[src/design/brms_pkg.sv]
// ----------------------------------------------------------------------------
// Block RMS meter package
// Shared widths, register indexes, controller states and command types.
// ----------------------------------------------------------------------------
package brms_pkg;

    // Default values for the top-level parameters.
    localparam int BLOCK_MAX_DEF   = 64;
    localparam int SAMPLE_BITS_DEF = 12;

    // Fixed field widths.
    localparam int SAMPLE_W   = 12;
    localparam int LEN_W      = 7;
    localparam int CFG_DATA_W = 12;
    localparam int RMS_W      = 16;
    localparam int MEAN_W     = 24;
    localparam int SQ_W       = 2 * SAMPLE_W;
    localparam int SUM_W      = 30;

    // The dividend is the sum scaled by 256; the quotient is reused as the radicand.
    localparam int FRAC_SHIFT = 8;
    localparam int DIVD_W     = SUM_W + FRAC_SHIFT;
    localparam int ROOT_W     = DIVD_W / 2;
    localparam int SQREM_W    = ROOT_W + 1;

    localparam int DIV_STEPS  = DIVD_W;
    localparam int SQRT_STEPS = ROOT_W;
    localparam int STEP_W     = $clog2(DIV_STEPS);

    // Configuration register indexes.
    localparam logic CFG_OFFSET_CODE = 1'b0;
    localparam logic CFG_BLOCK_LEN   = 1'b1;

    // Reset values of the configuration registers.
    localparam logic [SAMPLE_W-1:0] OFFSET_RESET = 12'd2048;
    localparam logic [LEN_W-1:0]    LEN_RESET    = 7'd50;

    typedef enum logic [2:0] {
        ST_IDLE,
        ST_SQUARE,
        ST_ACCUM,
        ST_DIV,
        ST_ROOT_INIT,
        ST_SQRT,
        ST_OUT
    } t_state;

    typedef struct packed {
        logic load_sample;
        logic square;
        logic accum;
        logic div_step;
        logic root_init;
        logic sqrt_step;
        logic out_load;
    } t_cmd;

    typedef struct packed {
        logic blk_done;
        logic res_free;
    } t_status;

endpackage

[src/design/brms_ctrl.sv]
// ----------------------------------------------------------------------------
// Block RMS meter controller
// Sequences sample intake, block division, square root and result hand-off.
// ----------------------------------------------------------------------------
module brms_ctrl
    import brms_pkg::*;
(
    input  logic    i_clk,
    input  logic    i_rst_n,
    input  logic    i_sample_valid,
    output logic    o_sample_ready,
    input  t_status i_status,
    output t_cmd    o_cmd
);

    t_state              r_state;
    t_state              n_state;
    logic [STEP_W-1:0]   r_step;
    logic [STEP_W-1:0]   n_step;

    always_ff @(posedge i_clk) begin
        if (!i_rst_n) begin
            r_state <= ST_IDLE;
            r_step  <= '0;
        end else begin
            r_state <= n_state;
            r_step  <= n_step;
        end
    end

    // Next state and step counter.
    always_comb begin
        n_state = r_state;
        n_step  = '0;
        case (r_state)
            ST_IDLE: begin
                if (i_sample_valid) begin
                    n_state = ST_SQUARE;
                end
            end
            ST_SQUARE: begin
                n_state = ST_ACCUM;
            end
            ST_ACCUM: begin
                n_state = i_status.blk_done ? ST_DIV : ST_IDLE;
            end
            ST_DIV: begin
                if (r_step == STEP_W'(DIV_STEPS - 1)) begin
                    n_state = ST_ROOT_INIT;
                end else begin
                    n_step = r_step + 1'b1;
                end
            end
            ST_ROOT_INIT: begin
                n_state = ST_SQRT;
            end
            ST_SQRT: begin
                if (r_step == STEP_W'(SQRT_STEPS - 1)) begin
                    n_state = ST_OUT;
                end else begin
                    n_step = r_step + 1'b1;
                end
            end
            ST_OUT: begin
                if (i_status.res_free) begin
                    n_state = ST_IDLE;
                end
            end
            default: begin
                n_state = ST_IDLE;
            end
        endcase
    end

    // Commands to the datapath.
    always_comb begin
        o_cmd          = '0;
        o_sample_ready = 1'b0;
        case (r_state)
            ST_IDLE: begin
                o_sample_ready    = 1'b1;
                o_cmd.load_sample = i_sample_valid;
            end
            ST_SQUARE:    o_cmd.square    = 1'b1;
            ST_ACCUM:     o_cmd.accum     = 1'b1;
            ST_DIV:       o_cmd.div_step  = 1'b1;
            ST_ROOT_INIT: o_cmd.root_init = 1'b1;
            ST_SQRT:      o_cmd.sqrt_step = 1'b1;
            ST_OUT:       o_cmd.out_load  = i_status.res_free;
            default: begin
                o_cmd = '0;
            end
        endcase
    end

    // In the square root iteration the step counter never runs past its length.
    assert property (@(posedge i_clk) disable iff (!i_rst_n)
        (r_state == ST_SQRT) |-> (r_step < STEP_W'(SQRT_STEPS)))
        else $error("square root step counter out of range");

    // A completed block always goes straight into division.
    assert property (@(posedge i_clk) disable iff (!i_rst_n)
        (r_state == ST_ACCUM && i_status.blk_done) |=> (r_state == ST_DIV && r_step == '0))
        else $error("completed block did not start division");

endmodule

[src/design/brms_dpath.sv]
// ----------------------------------------------------------------------------
// Block RMS meter datapath
// Offset removal, squaring, accumulation, shift-subtract divider and square root.
// ----------------------------------------------------------------------------
module brms_dpath
    import brms_pkg::*;
#(
    parameter int BLOCK_MAX   = BLOCK_MAX_DEF,
    parameter int SAMPLE_BITS = SAMPLE_BITS_DEF
)
(
    input  logic                  i_clk,
    input  logic                  i_rst_n,
    input  logic                  i_cfg_we,
    input  logic                  i_cfg_index,
    input  logic [CFG_DATA_W-1:0] i_cfg_data,
    input  logic [SAMPLE_W-1:0]   i_sample,
    input  t_cmd                  i_cmd,
    output t_status               o_status,
    output logic                  o_res_valid,
    input  logic                  i_res_ready,
    output logic [RMS_W-1:0]      o_rms_q4,
    output logic [MEAN_W-1:0]     o_mean_square
);

    localparam logic [SAMPLE_W-1:0] SAMPLE_MASK = (SAMPLE_BITS >= SAMPLE_W) ? '1 :
        SAMPLE_W'((1 << SAMPLE_BITS) - 1);

    logic [SAMPLE_W-1:0] r_offset_code;
    logic [LEN_W-1:0]    r_block_len;
    logic [SAMPLE_W-1:0] r_sample;
    logic [SQ_W-1:0]     r_square;
    logic [SUM_W-1:0]    r_sum;
    logic [LEN_W-1:0]    r_count;
    logic [LEN_W-1:0]    r_div_len;
    logic [LEN_W-1:0]    r_div_rem;
    logic [DIVD_W-1:0]   r_quo;
    logic [SQREM_W-1:0]  r_sq_rem;
    logic [ROOT_W-1:0]   r_root;
    logic [MEAN_W-1:0]   r_mean;
    logic                r_res_valid;
    logic [RMS_W-1:0]    r_res_rms;
    logic [MEAN_W-1:0]   r_res_mean;

    logic [SAMPLE_W-1:0] s_masked;
    logic [SAMPLE_W-1:0] o_masked;
    logic [SAMPLE_W-1:0] dev;
    logic [LEN_W-1:0]    eff_len;
    logic [LEN_W:0]      count_inc;
    logic [SUM_W:0]      sum_add;
    logic [SUM_W-1:0]    sum_sat;
    logic [LEN_W:0]      div_shift;
    logic [LEN_W+1:0]    div_diff;
    logic [SQREM_W+1:0]  sq_shift;
    logic [SQREM_W+1:0]  sq_trial;
    logic [SQREM_W+2:0]  sq_diff;
    logic [DIVD_W-FRAC_SHIFT-1:0] quo_mean;

    // Offset removal and effective block length.
    always_comb begin
        s_masked = r_sample & SAMPLE_MASK;
        o_masked = r_offset_code & SAMPLE_MASK;
        dev      = (s_masked >= o_masked) ? (s_masked - o_masked) : (o_masked - s_masked);
        if (r_block_len == '0) begin
            eff_len = LEN_W'(1);
        end else if (int'(r_block_len) > BLOCK_MAX) begin
            eff_len = LEN_W'(BLOCK_MAX);
        end else begin
            eff_len = r_block_len;
        end
        count_inc = {1'b0, r_count} + 1'b1;
        sum_add   = {1'b0, r_sum} + (SUM_W + 1)'(r_square);
        sum_sat   = sum_add[SUM_W] ? '1 : sum_add[SUM_W-1:0];
    end

    // One quotient bit and one root bit per step.
    always_comb begin
        div_shift = {r_div_rem, r_quo[DIVD_W-1]};
        div_diff  = {1'b0, div_shift} - (LEN_W + 2)'(r_div_len);
        sq_shift  = {r_sq_rem, r_quo[DIVD_W-1 -: 2]};
        sq_trial  = (SQREM_W + 2)'({r_root, 2'b01});
        sq_diff   = {1'b0, sq_shift} - {1'b0, sq_trial};
        quo_mean  = r_quo[DIVD_W-1:FRAC_SHIFT];
    end

    assign o_status.blk_done = (count_inc >= {1'b0, eff_len});
    assign o_status.res_free = !r_res_valid || i_res_ready;

    // Configuration registers and block accumulator.
    always_ff @(posedge i_clk) begin
        if (!i_rst_n) begin
            r_offset_code <= OFFSET_RESET;
            r_block_len   <= LEN_RESET;
            r_sum         <= '0;
            r_count       <= '0;
        end else begin
            if (i_cfg_we) begin
                case (i_cfg_index)
                    CFG_OFFSET_CODE: r_offset_code <= i_cfg_data;
                    CFG_BLOCK_LEN:   r_block_len   <= i_cfg_data[LEN_W-1:0];
                    default:         r_block_len   <= r_block_len;
                endcase
            end
            if (i_cmd.accum) begin
                if (o_status.blk_done) begin
                    r_sum   <= '0;
                    r_count <= '0;
                end else begin
                    r_sum   <= sum_sat;
                    r_count <= count_inc[LEN_W-1:0];
                end
            end
        end
    end

    // Arithmetic working registers.
    always_ff @(posedge i_clk) begin
        if (i_cmd.load_sample) begin
            r_sample <= i_sample;
        end
        if (i_cmd.square) begin
            r_square <= dev * dev;
        end
        if (i_cmd.accum && o_status.blk_done) begin
            r_quo     <= {sum_sat, FRAC_SHIFT'(0)};
            r_div_rem <= '0;
            r_div_len <= eff_len;
        end
        if (i_cmd.div_step) begin
            if (!div_diff[LEN_W+1]) begin
                r_div_rem <= div_diff[LEN_W-1:0];
                r_quo     <= {r_quo[DIVD_W-2:0], 1'b1};
            end else begin
                r_div_rem <= div_shift[LEN_W-1:0];
                r_quo     <= {r_quo[DIVD_W-2:0], 1'b0};
            end
        end
        if (i_cmd.root_init) begin
            r_mean   <= (quo_mean > (DIVD_W - FRAC_SHIFT)'({MEAN_W{1'b1}})) ? '1 :
                        quo_mean[MEAN_W-1:0];
            r_sq_rem <= '0;
            r_root   <= '0;
        end
        if (i_cmd.sqrt_step) begin
            r_quo <= {r_quo[DIVD_W-3:0], 2'b00};
            if (!sq_diff[SQREM_W+2]) begin
                r_sq_rem <= sq_diff[SQREM_W-1:0];
                r_root   <= {r_root[ROOT_W-2:0], 1'b1};
            end else begin
                r_sq_rem <= sq_shift[SQREM_W-1:0];
                r_root   <= {r_root[ROOT_W-2:0], 1'b0};
            end
        end
        if (i_cmd.out_load) begin
            r_res_rms  <= (r_root > ROOT_W'({RMS_W{1'b1}})) ? '1 : r_root[RMS_W-1:0];
            r_res_mean <= r_mean;
        end
    end

    // Result holding register.
    always_ff @(posedge i_clk) begin
        if (!i_rst_n) begin
            r_res_valid <= 1'b0;
        end else if (i_cmd.out_load) begin
            r_res_valid <= 1'b1;
        end else if (i_res_ready) begin
            r_res_valid <= 1'b0;
        end
    end

    assign o_res_valid   = r_res_valid;
    assign o_rms_q4      = r_res_rms;
    assign o_mean_square = r_res_mean;

    // A new result never overwrites one that has not been transferred.
    assert property (@(posedge i_clk) disable iff (!i_rst_n)
        i_cmd.out_load |-> (!r_res_valid || i_res_ready))
        else $error("result overwritten before transfer");

    // The division remainder stays below the divisor.
    assert property (@(posedge i_clk) disable iff (!i_rst_n)
        i_cmd.div_step |-> (r_div_rem < r_div_len))
        else $error("division remainder not below divisor");

    // The square root remainder never exceeds twice the partial root.
    assert property (@(posedge i_clk) disable iff (!i_rst_n)
        i_cmd.sqrt_step |-> (r_sq_rem <= {r_root, 1'b0}))
        else $error("square root remainder out of bound");

    // Loading a result makes it visible on the next cycle.
    assert property (@(posedge i_clk) disable iff (!i_rst_n)
        i_cmd.out_load |=> r_res_valid)
        else $error("loaded result not presented");

endmodule

[src/design/block_rms_meter_unit.sv]
// ----------------------------------------------------------------------------
// Block RMS meter
// Removes a DC offset from converter samples and reports block RMS and mean square.
// ----------------------------------------------------------------------------
//
//  Channel   Direction  Handshake                        Payload
//  sample    in         i_sample_valid / o_sample_ready  i_sample[11:0]
//  result    out        o_result_valid / i_result_ready  o_rms_q4[15:0], o_mean_square[23:0]
//  config    in         i_cfg_we (no wait)               i_cfg_index, i_cfg_data[11:0]
//
// A sample that does not complete a block is captured, squared and accumulated.
// The sample that completes a block then goes through a shift-subtract divider that
// yields one quotient bit per cycle over the 38-bit scaled sum; then the square root
// unit yields one root bit per cycle into a 19-bit root, reusing the quotient register.
// Reset is synchronous and active low; it restores the configuration defaults and
// clears the accumulator, the sample count and the result valid flag.
// A finished result waits in its own register, so new samples are taken while it
// stalls; only a second completed block waits for the first one's transfer.
// ----------------------------------------------------------------------------
module block_rms_meter_unit
    import brms_pkg::*;
#(
    parameter int BLOCK_MAX   = BLOCK_MAX_DEF,
    parameter int SAMPLE_BITS = SAMPLE_BITS_DEF
)
(
    input  logic                  i_clk,
    input  logic                  i_rst_n,
    // Configuration write port.
    input  logic                  i_cfg_we,
    input  logic                  i_cfg_index,
    input  logic [CFG_DATA_W-1:0] i_cfg_data,
    // Sample channel.
    input  logic                  i_sample_valid,
    output logic                  o_sample_ready,
    input  logic [SAMPLE_W-1:0]   i_sample,
    // Result channel.
    output logic                  o_result_valid,
    input  logic                  i_result_ready,
    output logic [RMS_W-1:0]      o_rms_q4,
    output logic [MEAN_W-1:0]     o_mean_square
);

    // Commands flow from the controller to the datapath; status flows back.
    t_cmd    cmd;
    t_status status;

    brms_ctrl u_ctrl (
        .i_clk          (i_clk),
        .i_rst_n        (i_rst_n),
        .i_sample_valid (i_sample_valid),
        .o_sample_ready (o_sample_ready),
        .i_status       (status),
        .o_cmd          (cmd)
    );

    // The datapath holds the configuration, the block accumulator, the shared
    // divider and root registers, and the result register toward the consumer.
    brms_dpath #(
        .BLOCK_MAX   (BLOCK_MAX),
        .SAMPLE_BITS (SAMPLE_BITS)
    ) u_dpath (
        .i_clk         (i_clk),
        .i_rst_n       (i_rst_n),
        .i_cfg_we      (i_cfg_we),
        .i_cfg_index   (i_cfg_index),
        .i_cfg_data    (i_cfg_data),
        .i_sample      (i_sample),
        .i_cmd         (cmd),
        .o_status      (status),
        .o_res_valid   (o_result_valid),
        .i_res_ready   (i_result_ready),
        .o_rms_q4      (o_rms_q4),
        .o_mean_square (o_mean_square)
    );

endmodule

[config.mk]
export PLATFORM = sky130hd
export DESIGN_NAME = block_rms_meter_unit
export DESIGN_NICKNAME = d
export VERILOG_FILES = /design/src/design/brms_pkg.sv /design/src/design/brms_ctrl.sv /design/src/design/brms_dpath.sv /design/src/design/block_rms_meter_unit.sv
export SDC_FILE = /design/constraint.sdc
export NUM_CORES = 1
export LEC_CHECK = 0
export ABC_AREA = 1
export BUFFER_PORTS_ARGS = -buffer_cell sky130_fd_sc_hd__buf_2
export CORE_ASPECT_RATIO = 1.25
export CORE_MARGIN = 4
export CORE_UTILIZATION = 50
export CTS_CLUSTER_DIAMETER = 200
export DETAILED_ROUTE_END_ITERATION = 12
export PLACE_DENSITY = 0.67
export SYNTH_ARGS = -nofsm -noshare
export SYNTH_HDL_FRONTEND = slang
export SYNTH_SLANG_ARGS = --single-unit
[constraint.sdc]
create_clock -name i_clk -period 15.4 [get_ports i_clk]
set_input_delay 0.77 -clock i_clk [delete_from_list [all_inputs] [get_ports i_clk]]
set_output_delay 0.77 -clock i_clk [all_outputs]
set_load 0.1 [all_outputs]
==> impl_metrics.ini <==
[global_route]
grt_max_degree = 60
grt_pass1_vias = 15461
grtUsageTotal = 0.215
antenna_found_initial = 0
grt_first_pass_wirelength_um = 74100
grt_overflow = 0

[synthesis]
post_synth.cell_area_avg_um2 = 8.01
synth_top_area_share = 0.295
syn_nets = 2642
synthMostInstantiatedCell = nand2_1
ys_top_cells_by_area = edfxtp_1, nand2_1, ha_1
yosysTopAreaCell = edfxtp_1
synth_edf_count = 188
synth_ff_type = edfxtp_1
netlist_top_cells_count = nand2_1, inv_1, nor2_1, edfxtp_1, a21oi_1
synthesis.area_um2 = 19100
yosysSeqAreaShare = 0.366
synth_seq_cells = 256
yosysUniqueCellTypes = 47
ys_async_sr_fraction = 0
yosys_warnings = 0
synth_cells = 2386

[worst_hold_path]
hold_start = i_sample[4]
hold_path.class = input pin to flop

[clock_tree]
cts.sinks = 256
cts.htree.levels = 1
clk_pin_slew_worst_paths_ps = 60
ctsResizeCount = 0
cts_max_path_buffers = 3
cts_hold_buf = 0
insertion_delay_ps = 540
root_buffer = clkbuf_16
post-cts-setup-buffer-count = 0
tritoncts = done
numCtsBuffers = 27

[place]
hpwl_um = 35000
io_buffers = 71
finalWeightedCongestion = 0.934

[finish]
n_antenna_cell = 0
area_growth_pct = 8.51
drive_above_1_share = 0.0833
fin_nets = 2698

[floorplanning]
fp.dieW_um = 183
core_area_um2 = 37500
start_util = 0.510
die_h_um = 227
pin_count = 72
die-area_um2 = 41500
fp-row-count = 79

[timing]
grt_setup_unrepaired = false
tightest_slew_ps = 1080
skew_ps = 11.9
min_period_ps = 6890
setup_viol = 0
fin_crit_sh = 0.447
tns_ps = 0
max_freq_mhz = 145
finalHoldViolCount = 0
relSlewSlack = 0.281
maxSlewViolCount = 0

[run]
timing.max_cap.violations = 0

[detailed_routing]
viasPerCell = 5.17
wirelength_um = 44300
drt_iter0_drc = 994
ant_nets = 0
detail_route.wl_per_cell_um = 15.0
drtPass1Iterations = 6
vias = 15254
post-route-drc-count = 0

[setup_path]
cp-end-kind = flop
crit_path_frequent_cell = inv_1
reg2reg_from = u_dpath.r_sample[0]
slowest_delay_ps = 530
cp_slowest_cell = fa_1
setup.worst_path.start = u_dpath.r_sample[0]
cp_max_fo = 13
startpoint_type = flop
crit_type = flop to flop
cp.arrival_ps = 7160
cp.required_ps = 15670

[run_status]
run_status = finished, final reports clean
==> cell usage in the layout, fill, tap and decap left out, drive strengths merged, types with 37 or more instances in the layout <==
cell	synthesis	routed
xnor2	37	37
ha	141	141
clkbuf	27	42
nand2	610	610
a21oi	163	163
dfxtp	68	68
nand3	100	100
nor2	230	230
edfxtp	188	188
inv	456	457
o21ai	123	123
fa	85	85
buf	29	83
==> layout make-up <==
cell class / count / area, µm²
Fill cell: 3559 / 16700
Sequential cell: 256 / 7010
Clock buffer: 42 / 782
Tap cell: 486 / 608
Timing Repair Buffer: 83 / 445
Clock inverter: 7 / 91.3
Inverter: 456 / 1710
Multi-Input combinational cell: 1618 / 10100
==> logic make-up after synthesis <==
group	after synthesis	share of synthesized area
AND/OR/NAND/NOR	992	0.220
buffers and inverters	512	0.107
AO/OA/AOI/OAI	329	0.0930
flip-flops	256	0.366
adder cells (fa/ha/maj)	226	0.181
XOR/XNOR	71	0.0325
==> metrics by stage <==
step / hold slack [ps] / util / worst slack [ps] / area [µm²] / std cells
3_5_place_dp: 406 / 0.531 / 8530 / 19900 / 2899
3_3_place_gp: 401 / 0.531 / 8650 / 19900 / 2899
2_1_floorplan: 400 / - / 9140 / 19100 / 2386
5_1_grt: 383 / 0.554 / 7940 / 20700 / 2948
4_1_cts: 377 / 0.554 / 8500 / 20700 / 2948
6_report: 405 / 0.554 / 8510 / 20700 / 2948
==> worst paths after layout <==
path | end | slack (ps) | depth (start not counted)
min reg2reg | u_dpath.o_mean_square[17] | 420 | 0
max | u_dpath.r_square[15] | 8510 | 32
min | u_dpath.r_sample[4] | 410 | 1
max reg2reg | u_dpath.r_square[15] | 8510 | 32
==> sequential cells by signal (all words and copies together) (netlist names), 16 cells and up <==
name and flops:
u_dpath.r_sq_rem 20, u_dpath.r_square 23, u_dpath.o_mean_square 24, u_dpath.r_sum 30, u_dpath.r_mean 24, u_dpath.o_rms_q4 16, u_dpath.r_root 19, u_dpath.r_quo 38
==> critical path, delay by kind of cell, from the launching register on <==
family          cells  cell delay (ps)
simple gates       11             1330
fa+ha+maj           8             3520
xor+xnor            1              170
compound gates      3              600
buf+inv             9              610
flops               1              390
==> metal layers <==
| layer | routed length (µm) | global-route usage | share of wire |
|---|---|---|---|
| met4 | 1440 | 0.0690 | 0.032 |
| met3 | 1560 | 0.0196 | 0.035 |
| met2 | 23200 | 0.409 | 0.52 |
| met5 | 0 | 0 | 0 |
| met1 | 18100 | 0.254 | 0.41 |
Power is left out: the tool's default activity adds up to more than one toggle a clock period on the data nets, which glitch-free logic cannot reach.
